File: src/rtl/core/lpp_pkg.sv
// shared types and constants of the loop playback position generator
package lpp_pkg;

	// fixed point layout of the frame position
	localparam int FRAC_BITS  = 16;
	localparam int MAX_FRAMES = 4096;
	localparam int POS_W      = 28;
	localparam int FRAME_W    = 12;
	localparam int COUNT_W    = 13;
	localparam int RATE_W     = 20;
	localparam int ELAPSED_W  = 16;
	localparam int PROD_FRAC  = 28;
	localparam int SHIFT_DOWN = PROD_FRAC - FRAC_BITS;

	// internal widths
	localparam int PROD_W  = ELAPSED_W + 1 + RATE_W;
	localparam int STEP_W  = PROD_W - SHIFT_DOWN;
	localparam int STATE_W = 31;
	localparam int EDGE_W  = POS_W + 1;

	// register port
	localparam int ADDR_W = 5;
	localparam int DATA_W = 32;

	localparam logic signed [RATE_W-1:0] RATE_RESET  = 20'sd7680;
	localparam logic [COUNT_W-1:0]       COUNT_RESET = 13'd1;

	typedef enum logic [1:0] {
		OP_TICK    = 2'd0,
		OP_PLAY    = 2'd1,
		OP_SET     = 2'd2,
		OP_RESTART = 2'd3
	} opcode_t;

	typedef enum logic [2:0] {
		REG_RATE        = 3'd0,
		REG_FRAME_COUNT = 3'd1,
		REG_LOOP_ENABLE = 3'd2,
		REG_PING_PONG   = 3'd3,
		REG_LOOP_ONSET  = 3'd4,
		REG_LOOP_SIZE   = 3'd5
	} reg_idx_t;

endpackage

File: src/rtl/core/loop_playback_position.sv
// loop playback position generator: register port, input stage, update logic, result register
//
// loop_playback_position keeps a frame position in unsigned Q12.16 frames for a
// buffer of video frames. each accepted item is one of four commands: a tick that
// advances the position by elapsed time (2^-20 s units) times the rate register,
// play from a position, set a position, or restart the loop. with looping on the
// position wraps at the loop edges, or bounces in ping-pong mode, and the result
// item flags the wrap; with looping off it stops on leaving the buffer. every
// item gives exactly one result item holding the clamped position, the rounded
// nearest frame, the play state and the wrap flag. an item is held in the input
// register and its result is then taken into the result register, and a new item is
// taken every cycle while the result side keeps up. the rate limit is the single
// 17x20 multiply, rounding add and bound compares between the input register and
// the position state, which together form a loop through the state register.
// configuration goes over an apb-style port with no wait states; the user must
// write it only while no item is in flight, the block itself does not enforce this.
module loop_playback_position
	import lpp_pkg::*;
(
	input  logic                     clk,
	input  logic                     arst_n,
	// register port
	input  logic                     psel,
	input  logic                     penable,
	input  logic                     pwrite,
	input  logic [ADDR_W-1:0]        paddr,
	input  logic [DATA_W-1:0]        pwdata,
	output logic [DATA_W-1:0]        prdata,
	output logic                     pready,
	// input items
	input  logic                     in_valid,
	output logic                     in_ready,
	input  logic [1:0]               opcode,
	input  logic [ELAPSED_W-1:0]     elapsed,
	input  logic [POS_W-1:0]         new_position,
	// result items
	output logic                     out_valid,
	input  logic                     out_ready,
	output logic [POS_W-1:0]         position,
	output logic [FRAME_W-1:0]       nearest_frame,
	output logic                     playing,
	output logic                     loop_restart
);

	// configuration registers
	logic signed [RATE_W-1:0] rate_q;
	logic [COUNT_W-1:0]       frame_count_q;
	logic                     loop_enable_q;
	logic                     ping_pong_q;
	logic [POS_W-1:0]         loop_onset_q;
	logic [POS_W-1:0]         loop_size_q;

	// playback state
	logic signed [STATE_W-1:0] play_pos_q;
	logic                      dir_rev_q;
	logic                      is_playing_q;
	logic [POS_W-1:0]          act_onset_q;
	logic [POS_W-1:0]          act_size_q;

	// input stage
	logic                  valid_s1;
	opcode_t               opcode_s1;
	logic [ELAPSED_W-1:0]  elapsed_s1;
	logic [POS_W-1:0]      new_pos_s1;

	// result register
	logic                  out_valid_q;
	logic [POS_W-1:0]      position_q;
	logic [FRAME_W-1:0]    nearest_q;
	logic                  playing_q;
	logic                  restart_q;

	// handshake
	logic advance;
	logic fire;
	logic in_take;
	logic wr_en;

	// update logic outputs
	logic signed [STATE_W-1:0] pos_nxt;
	logic                      dir_nxt;
	logic                      playing_nxt;
	logic [POS_W-1:0]          onset_nxt;
	logic [POS_W-1:0]          size_nxt;
	logic                      restart_nxt;
	logic [POS_W-1:0]          pos_out;
	logic [FRAME_W-1:0]        nearest_out;

	// ------------------------------------------------------------------
	// register port: writes on the access phase, reads are combinational
	// ------------------------------------------------------------------
	assign pready = 1'b1;
	assign wr_en  = psel && penable && pwrite && pready;

	always_ff @(posedge clk or negedge arst_n) begin
		if (!arst_n) begin
			rate_q        <= RATE_RESET;
			frame_count_q <= COUNT_RESET;
			loop_enable_q <= 1'b0;
			ping_pong_q   <= 1'b0;
			loop_onset_q  <= '0;
			loop_size_q   <= '1;
		end else if (wr_en) begin
			unique case (reg_idx_t'(paddr[4:2]))
				REG_RATE:        rate_q        <= pwdata[RATE_W-1:0];
				REG_FRAME_COUNT: frame_count_q <= pwdata[COUNT_W-1:0];
				REG_LOOP_ENABLE: loop_enable_q <= pwdata[0];
				REG_PING_PONG:   ping_pong_q   <= pwdata[0];
				REG_LOOP_ONSET:  loop_onset_q  <= pwdata[POS_W-1:0];
				REG_LOOP_SIZE:   loop_size_q   <= pwdata[POS_W-1:0];
				default: ;
			endcase
		end
	end

	always_comb begin
		prdata = '0;
		unique case (reg_idx_t'(paddr[4:2]))
			REG_RATE:        prdata = {{(DATA_W-RATE_W){rate_q[RATE_W-1]}}, rate_q};
			REG_FRAME_COUNT: prdata = {{(DATA_W-COUNT_W){1'b0}}, frame_count_q};
			REG_LOOP_ENABLE: prdata = {{(DATA_W-1){1'b0}}, loop_enable_q};
			REG_PING_PONG:   prdata = {{(DATA_W-1){1'b0}}, ping_pong_q};
			REG_LOOP_ONSET:  prdata = {{(DATA_W-POS_W){1'b0}}, loop_onset_q};
			REG_LOOP_SIZE:   prdata = {{(DATA_W-POS_W){1'b0}}, loop_size_q};
			default:         prdata = '0;
		endcase
	end

	// ------------------------------------------------------------------
	// item flow: input register, then result register with its own valid
	// ------------------------------------------------------------------
	assign advance  = !out_valid_q || out_ready;
	assign fire     = valid_s1 && advance;
	assign in_ready = !valid_s1 || advance;
	assign in_take  = in_valid && in_ready;

	always_ff @(posedge clk or negedge arst_n) begin
		if (!arst_n) begin
			valid_s1 <= 1'b0;
		end else if (in_take) begin
			valid_s1 <= 1'b1;
		end else if (fire) begin
			valid_s1 <= 1'b0;
		end
	end

	always_ff @(posedge clk) begin
		if (in_take) begin
			opcode_s1  <= opcode_t'(opcode);
			elapsed_s1 <= elapsed;
			new_pos_s1 <= new_position;
		end
	end

	// ------------------------------------------------------------------
	// position update for the item in the input register
	// ------------------------------------------------------------------
	always_comb begin
		logic [COUNT_W-1:0]        n_eff;
		logic [FRAME_W-1:0]        last_idx;
		logic [POS_W-1:0]          len;
		logic signed [STATE_W-1:0] len_s;
		logic signed [PROD_W-1:0]  prod;
		logic signed [PROD_W-1:0]  prod_rnd;
		logic signed [STEP_W-1:0]  step;
		logic signed [STEP_W-1:0]  step_dir;
		logic signed [STATE_W-1:0] pos_raw;
		logic [POS_W-1:0]          onset_c;
		logic [POS_W-1:0]          size_lim;
		logic [POS_W-1:0]          size_c;
		logic [EDGE_W-1:0]         edge_hi;
		logic [EDGE_W-1:0]         reg_end;
		logic                      rate_pos;
		logic                      forward;
		logic                      crossed;
		logic signed [STATE_W-1:0] pos_clamp;
		logic [POS_W:0]            pos_half;

		// last frame as a Q12.16 position; zero frames behave as one
		if (frame_count_q == '0) begin
			n_eff = COUNT_W'(1);
		end else if (frame_count_q > COUNT_W'(MAX_FRAMES)) begin
			n_eff = COUNT_W'(MAX_FRAMES);
		end else begin
			n_eff = frame_count_q;
		end
		last_idx = FRAME_W'(n_eff - COUNT_W'(1));
		len      = {last_idx, {FRAC_BITS{1'b0}}};
		len_s    = $signed({{(STATE_W-POS_W){1'b0}}, len});

		// step = elapsed * rate with 28 fraction bits, rounded half up to 16
		prod     = $signed({{(PROD_W-ELAPSED_W){1'b0}}, elapsed_s1})
			* $signed({{(PROD_W-RATE_W){rate_q[RATE_W-1]}}, rate_q});
		prod_rnd = prod + $signed(PROD_W'(1) << (SHIFT_DOWN - 1));
		step     = prod_rnd[PROD_W-1:SHIFT_DOWN];
		step_dir = (loop_enable_q && dir_rev_q) ? -step : step;
		pos_raw  = play_pos_q + $signed({{(STATE_W-STEP_W){step_dir[STEP_W-1]}}, step_dir});

		// loop bounds held inside the buffer
		onset_c  = (act_onset_q > len) ? len : act_onset_q;
		size_lim = len - onset_c;
		size_c   = (act_size_q > size_lim) ? size_lim : act_size_q;
		edge_hi  = {1'b0, onset_c} + {1'b0, size_c};
		reg_end  = {1'b0, loop_onset_q} + {1'b0, loop_size_q};

		rate_pos = !rate_q[RATE_W-1] && (rate_q != '0);
		forward  = (rate_q == '0) || (rate_pos != dir_rev_q);
		if (forward) begin
			crossed = pos_raw > $signed({{(STATE_W-EDGE_W){1'b0}}, edge_hi});
		end else begin
			crossed = pos_raw < $signed({{(STATE_W-POS_W){1'b0}}, onset_c});
		end

		pos_nxt     = play_pos_q;
		dir_nxt     = dir_rev_q;
		playing_nxt = is_playing_q;
		onset_nxt   = act_onset_q;
		size_nxt    = act_size_q;
		restart_nxt = 1'b0;

		case (opcode_s1)
			OP_TICK: begin
				if (is_playing_q && loop_enable_q) begin
					pos_nxt   = pos_raw;
					onset_nxt = onset_c;
					size_nxt  = size_c;
					if (crossed) begin
						// wrap or bounce at the far edge, bounds reload unclamped
						restart_nxt = 1'b1;
						onset_nxt   = loop_onset_q;
						size_nxt    = loop_size_q;
						if (ping_pong_q) begin
							dir_nxt = !dir_rev_q;
						end
						if (ping_pong_q == forward) begin
							pos_nxt = $signed({{(STATE_W-EDGE_W){1'b0}}, reg_end});
						end else begin
							pos_nxt = $signed({{(STATE_W-POS_W){1'b0}}, loop_onset_q});
						end
					end
				end else if (is_playing_q) begin
					// play once: leaving the buffer stops playback
					pos_nxt = pos_raw;
					if (pos_raw < 0 || pos_raw >= len_s) begin
						playing_nxt = 1'b0;
					end
				end
				// a tick always leaves the stored position inside the buffer
				if (pos_nxt < 0) begin
					pos_nxt = '0;
				end else if (pos_nxt > len_s) begin
					pos_nxt = len_s;
				end
			end
			OP_PLAY: begin
				pos_nxt     = $signed({{(STATE_W-POS_W){1'b0}}, new_pos_s1});
				dir_nxt     = 1'b0;
				playing_nxt = 1'b1;
			end
			OP_SET: begin
				pos_nxt = $signed({{(STATE_W-POS_W){1'b0}}, new_pos_s1});
				dir_nxt = 1'b0;
			end
			OP_RESTART: begin
				if (loop_enable_q) begin
					onset_nxt = loop_onset_q;
					size_nxt  = loop_size_q;
					if (!rate_q[RATE_W-1]) begin
						pos_nxt = $signed({{(STATE_W-POS_W){1'b0}}, loop_onset_q});
					end else begin
						pos_nxt = $signed({{(STATE_W-EDGE_W){1'b0}}, reg_end});
					end
				end
			end
			default: ;
		endcase

		// reported position clamped to the buffer, nearest frame rounds half up
		if (pos_nxt < 0) begin
			pos_clamp = '0;
		end else if (pos_nxt > len_s) begin
			pos_clamp = len_s;
		end else begin
			pos_clamp = pos_nxt;
		end
		pos_out     = pos_clamp[POS_W-1:0];
		pos_half    = {1'b0, pos_out} + (POS_W+1)'(1 << (FRAC_BITS - 1));
		nearest_out = pos_half[FRAC_BITS +: FRAME_W];
	end

	// ------------------------------------------------------------------
	// state and result registers
	// ------------------------------------------------------------------
	always_ff @(posedge clk or negedge arst_n) begin
		if (!arst_n) begin
			play_pos_q   <= '0;
			dir_rev_q    <= 1'b0;
			is_playing_q <= 1'b0;
			act_onset_q  <= '0;
			act_size_q   <= '1;
		end else if (fire) begin
			play_pos_q   <= pos_nxt;
			dir_rev_q    <= dir_nxt;
			is_playing_q <= playing_nxt;
			act_onset_q  <= onset_nxt;
			act_size_q   <= size_nxt;
		end
	end

	always_ff @(posedge clk or negedge arst_n) begin
		if (!arst_n) begin
			out_valid_q <= 1'b0;
		end else if (fire) begin
			out_valid_q <= 1'b1;
		end else if (out_ready) begin
			out_valid_q <= 1'b0;
		end
	end

	always_ff @(posedge clk) begin
		if (fire) begin
			position_q <= pos_out;
			nearest_q  <= nearest_out;
			playing_q  <= playing_nxt;
			restart_q  <= restart_nxt;
		end
	end

	assign out_valid     = out_valid_q;
	assign position      = position_q;
	assign nearest_frame = nearest_q;
	assign playing       = playing_q;
	assign loop_restart  = restart_q;

endmodule

File: config.mk
export PLATFORM = sky130hd
export DESIGN_NAME = loop_playback_position
export DESIGN_NICKNAME = d
export VERILOG_FILES = /design/src/rtl/core/lpp_pkg.sv /design/src/rtl/core/loop_playback_position.sv
export SDC_FILE = /design/constraint.sdc
export NUM_CORES = 2
export LEC_CHECK = 0
export ABC_AREA = 1
export BUFFER_PORTS_ARGS = -buffer_cell sky130_fd_sc_hd__buf_2
export CAP_MARGIN = 25
export CELL_PAD_IN_SITES_DETAIL_PLACEMENT = 2
export CELL_PAD_IN_SITES_GLOBAL_PLACEMENT = 2
export CORE_MARGIN = 8
export CORE_UTILIZATION = 38
export CTS_CLUSTER_DIAMETER = 50
export DETAILED_ROUTE_END_ITERATION = 6
export PLACE_DENSITY_LB_ADDON = 0.1
export SLEW_MARGIN = 25
export SYNTH_ARGS = -nofsm -noshare
export SYNTH_HDL_FRONTEND = slang
export SYNTH_SLANG_ARGS = --single-unit
export TNS_END_PERCENT = 20
File: constraint.sdc
create_clock -name clk -period 23.1 [get_ports clk]
set_input_delay 2.31 -clock clk [delete_from_list [all_inputs] [get_ports clk]]
set_output_delay 2.31 -clock clk [all_outputs]
set_load 0.01 [all_outputs]
* Yosys cells after proc, flatten, opt, wreduce, memory -nomap -nowiden *
Index checks and enable logic that the tools add are counted.

cells by class
  $add $sub $neg = 8
  multiply operators = 1
  order comparisons = 11
  reductions and logical operators = 34
  multiplexer cells = 40
  equality and inequality tests = 14

operator list
  kind                    count
  $mux 28                 10
  $mux 31                 7
  $pmux 32 s6             1
  $pmux 28 s2             2
  $lt 31x1->1 const B     3
  $pmux 31 s3             1
  $gt 31x29->1            2
  $add 28x28->29          2
  $mux 29                 2
  $gt 28x28->1            2
  $add 37x13->37 const B  1
  $mul 17x20->37          1
  $add 31x25->31          1
  $ge 31x29->1            1
  $gt 31x30->1            1
  $lt 31x29->1            1
  $add 28x16->28 const B  1
  $sub 28x28->28          1
  $mux 25                 1
  $neg 25->25             1
  $mux 12                 2
  $logic_not 20->1        1
  $reduce_bool 20->1      1
  $reduce_and 2->1        7
  22 further kinds        55

storage, ports and cells
  input port bits = 90
  bits in registers = 270
  word-level logic and storage cells = 128
  output and inout bits = 77

* Logic depth before layout (Yosys ltp) *
  depth after elaboration = 23
  mapped depth = 139

* Least setup slack after synthesis *
Ideal clock, no wire load.

  path kind = register to register
  start point = reg frame_count_q[0]
  end point = reg nearest_q[9] (netlist: nearest_frame[9]), data pin
  path slack = 6.304 ns
  stages on the path, launching flop included = 131
  data arrival time = 16.544 ns
  cell sequence = dfstp_2 > nor2_1 > nand2_1 > nor2_1 > nand2_1 > nand2_2 > buf_6 > a21oi_4 > ha_1 > clkbuf_1 > nand3_1 > xor2_1 > inv_1 > ha_1 > nand3_2 > nor2_2 > nand3_1 > nand3_4 > [... 95 more ...] > nor3_1 > nand2_1 > nor2_1 > nand2_1 > nor2_1 > nand3_1 > nor2_2 > nor2_4 > buf_6 > nand3_1 > nand3_2 > inv_1 > ha_1 > nand2_1 > nor2_4 > nand2_1 > nand2_1 > nand2_1

on the way
  cells in the longest elaborated chain, start to end = 23
  elaborated cells between the ends (all ways) = 27
  those cells by class = add/sub (4); order compare (9); mux (13); reduce/logical (1)

ends and longest elaborated chain
  element                   RTL line                       text
  from (decl)               loop_playback_position.sv:47   logic [COUNT_W-1:0] frame_count_q;
  from (signal assigned)    loop_playback_position.sv:106  REG_FRAME_COUNT: frame_count_q <= pwdata[COUNT_W-1:0];
  $gt 13x13->1              loop_playback_position.sv:182  end else if (frame_count_q > COUNT_W'(MAX_FRAMES)) begin
  $mux 12                   loop_playback_position.sv:182
  $mux 12 (*)               loop_playback_position.sv:180  if (frame_count_q == '0) begin
  $sub 12x1->12 (*)         loop_playback_position.sv:187  last_idx = FRAME_W'(n_eff - COUNT_W'(1));
  $gt 28x28->1              loop_playback_position.sv:200  onset_c = (act_onset_q > len) ? len : act_onset_q;
  $mux 28                   loop_playback_position.sv:200
  $sub 28x28->28            loop_playback_position.sv:201  size_lim = len - onset_c;
  $gt 28x28->1              loop_playback_position.sv:202  size_c = (act_size_q > size_lim) ? size_lim : act_size_q;
  [... 10 more ...]         --
  $pmux 31 s3 (*)           loop_playback_position.sv:221  case (opcode_s1)
  named net pos_nxt[24]     loop_playback_position.sv:80   logic signed [STATE_W-1:0] pos_nxt;
  $gt 31x29->1              loop_playback_position.sv:281  end else if (pos_nxt > len_s) begin
  $mux 28                   loop_playback_position.sv:281
  $mux 28 (*)               loop_playback_position.sv:279  if (pos_nxt < 0) begin
  named net pos_out[16]     loop_playback_position.sv:86   logic [POS_W-1:0] pos_out;
  $add 28x16->28 (*)        loop_playback_position.sv:287  pos_half = {1'b0, pos_out} + (POS_W+1)'(1 << (FRAC_BITS - 1));
  named net nearest_out[9]  loop_playback_position.sv:87   logic [FRAME_W-1:0] nearest_out;
  to (signal assigned)      loop_playback_position.sv:323  nearest_q <= nearest_out;
  to (decl)                 loop_playback_position.sv:69   logic [FRAME_W-1:0] nearest_q;

The timed path passes the listed nets; every way through them passes the cells marked *. The select of a mux whose other input is x is not followed.
A chain may end at the register's enable or synchronous reset.

* Final worst setup path *
  start point = reg frame_count_q[0]
  end point = reg nearest_q[5] (netlist: nearest_frame[5]), data pin

The elaborated chain is that of the path after synthesis.

==> flow_summary.ini <==
[global_routing]
grt_max_degree = 71
track_usage_pct = 29.3
grt_first_pass_wirelength_mm = 241
gr-total-overflow = 0
antenna_found_initial = 3
first_global_vias = 39300

[drt]
drt-wirelength-per-cell_um = 24.6
drc = 0
vias_per_cell = 5.51
drt_wl_total_mm = 157
vias = 35100
ant_nets = 0
drtPass1Iterations = 5
drtIter0Drc = 2327

[setup_path]
crit_path_max_incr_delay_ps = 590
crit_family = simple AND/OR/NAND/NOR gates
critPathArrivalTime_ps = 21520
cp_slowest_cell = dfstp_2
critPathKind = flip-flop to flip-flop
worstPathRequired_ps = 23580
cp-end-kind = flip-flop
r2r_cells = 128
critPathBufInv = 16
critical_path_cell_count = 128
reg2reg_slack_ps = 2060
crit_path_start_kind = flip-flop
crit_top_cell = nand2_1
critPathMaxFanout = 21

[place]
place_area_um2 = 38900
hpwl_mm = 126
gp_congestion = 0.922
dp_slack_ps = 2370
portBuffers = 159

[synthesis]
synth_common_cells = nand2_1 (1,106), inv_1 (919), o21ai_0 (426), ha_1 (327), fa_1 (323)
synthTopCellsByArea = fa_1 (18%), nand2_1 (11%), ha_1 (11%)
syn_area_per_cell_um2 = 7.40
yosysMostFrequentCell = nand2_1
synth_flop_cell = dfrtp_1
synth_top_area_share_pct = 17.9
ys_ff_latch = 270
postSynthCellCount = 4886
yosysWarnings = 0
async_reset_ff_share_pct = 67.4
synth_area_um2 = 36100
synth_edf_count = 88
yosysTopAreaCell = fa_1
syn_nets = 5626
synth-seq-area-share_pct = 20.1
synth_cell_type_count = 68

[timing]
worst_slack_ps = 2060
finalClockSkew_ps = 37.1
post-route-period-util_pct = 91.1
worst_pin_slew_ps = 1070
hold_viol = 0
min_period_ps = 21040
finalSetupViolCount = 0
grt_setup_unrepaired = no
max_freq_mhz = 47.5
maxSlewViolCount = 0
maxSlewHeadroom_pct = 28.5
setup_tns_ps = 0

[floorplan]
die_x_um = 324
core_area_um2 = 94600
rows = 113
die_area_um2 = 105000
chipHeight_um = 324
boundaryPins = 167
initial_core_util_pct = 38.2

[finish]
fin_area_um2 = 41000
drive_above_1_share_pct = 11.4
area_delta_synth_final_pct = 13.4
fillers = 11000
nets = 5806
fin_util_pct = 43.3

[hold_path]
hold_depth = 2
hp-class = flip-flop to flip-flop

[clock_network]
cts.sinks = 270
cts_tree = yes
cts_root_buf = clkbuf_16
clk_latency_ps = 660
cts_buffers = 54
htreeDepth = 2
cts_max_path_buffers = 3
postCtsHoldBufs = 0
path_clk_slew_ps = 70

[flow_run]
maxCapViolCount = 0

[status]
status = finished, final reports clean
path summary, 6_finish.rpt:
kind,start,to
min reg2reg,act_size_q[21],act_size_q[21]
max in group asynchronous,arst_n,play_pos_q[0]
max reg2reg,frame_count_q[0],nearest_frame[5]
min in group asynchronous,arst_n,act_onset_q[20]
min,act_size_q[21],act_size_q[21]
max,frame_count_q[0],nearest_frame[5]
per-stage QoR:
step | instances | hold slack [ps]
after floorplan | 4886 | 466
after global placement | 6272 | 481
after detailed placement | 6272 | 490
after CTS | 6374 | 497
after global routing | 6377 | 528
final | 6379 | 491
area by class of cell:
type	instances	area, um^2	share of cell area [%]
Clock inverter	47	613	1.50
Clock buffer	55	1360	3.31
Sequential cell	270	7270	17.7
Timing Repair Buffer	323	2070	5.05
Tap cell	1265	1580	3.86
Multi-Input combinational cell	3486	24600	60.0
Inverter	931	3490	8.53
Antenna cell	2	5.00	0.0122
worst register-to-register path, delay by kind of cell, from the launching register on:
family	cells	cell delay, ps
buffers and inverters	16	2720
AO/OA/AOI/OAI	34	5900
flip-flops	1	590
AND/OR/NAND/NOR	68	9040
XOR/XNOR	3	510
adder cells (fa/ha/maj)	7	2080
cells by family after synthesis:
kind of cell	count (synthesis)	synth area share (%)
xor+xnor	153	3.71
simple gates	1750	20.3
fa+ha+maj	650	29.2
flops	270	20.1
buf+inv	1130	12.0
compound gates	923	14.3
other cells	1	0.0104
mux	9	0.280
registers in the layout, summed over array words and instances (netlist names):
name / count
act_onset_q: 28
act_size_q: 28
dir_rev_q: 1
elapsed_s1: 16
frame_count_q: 13
is_playing_q: 1
loop_enable_q: 1
loop_onset_q: 28
loop_restart: 1
loop_size_q: 28
nearest_frame: 12
new_pos_s1: 28
opcode_s1: 2
out_valid: 1
ping_pong_q: 1
play_pos_q: 31
playing: 1
position: 28
rate_q: 20
valid_s1: 1
layout by cell type, fill, tap and decap left out, types with 11 or more instances in the layout:
master     instances
nor2_2            13
a211oi_1          11
o21ai_0          425
inv_2             13
nor3_1            45
ha_1             327
a21o_1            12
o221ai_1          21
xnor2_1           55
o211ai_1          25
o21bai_1          13
a21oi_1          267
nor4_1            14
nand3_1          161
nor2_1           299
buf_4            161
dfstp_2           61
buf_2            158
edfxtp_1          88
a221o_1           12
nand4_1           42
a31oi_1           12
fa_1             323
dfrtp_1          121
o22ai_1           50
o21ai_1           14
nand3b_1          11
inv_1            915
clkbuf_16         54
a21boi_0          14
xor2_1            98
nand2_2           11
nand2_1         1105
nand3_2           12
what timing repair did:
action | in CTS | in global routing
gates resized for setup | 0 | 2
endpoints found under the setup margin | 0 | 7
buffers inserted | 0 | 0
layer usage:
metal	GRT usage [%]	vias to the layer above	part of all wire [%]
met1	41.4	18100	47
met2	47.2	872	45
li1	-	15900	-
met4	7.54	0	2.4
met5	0	-	0
met3	3.95	198	5.6
Power is left out: the tool's default activity adds up to more than one toggle a clock period on the data nets, which glitch-free logic cannot reach.
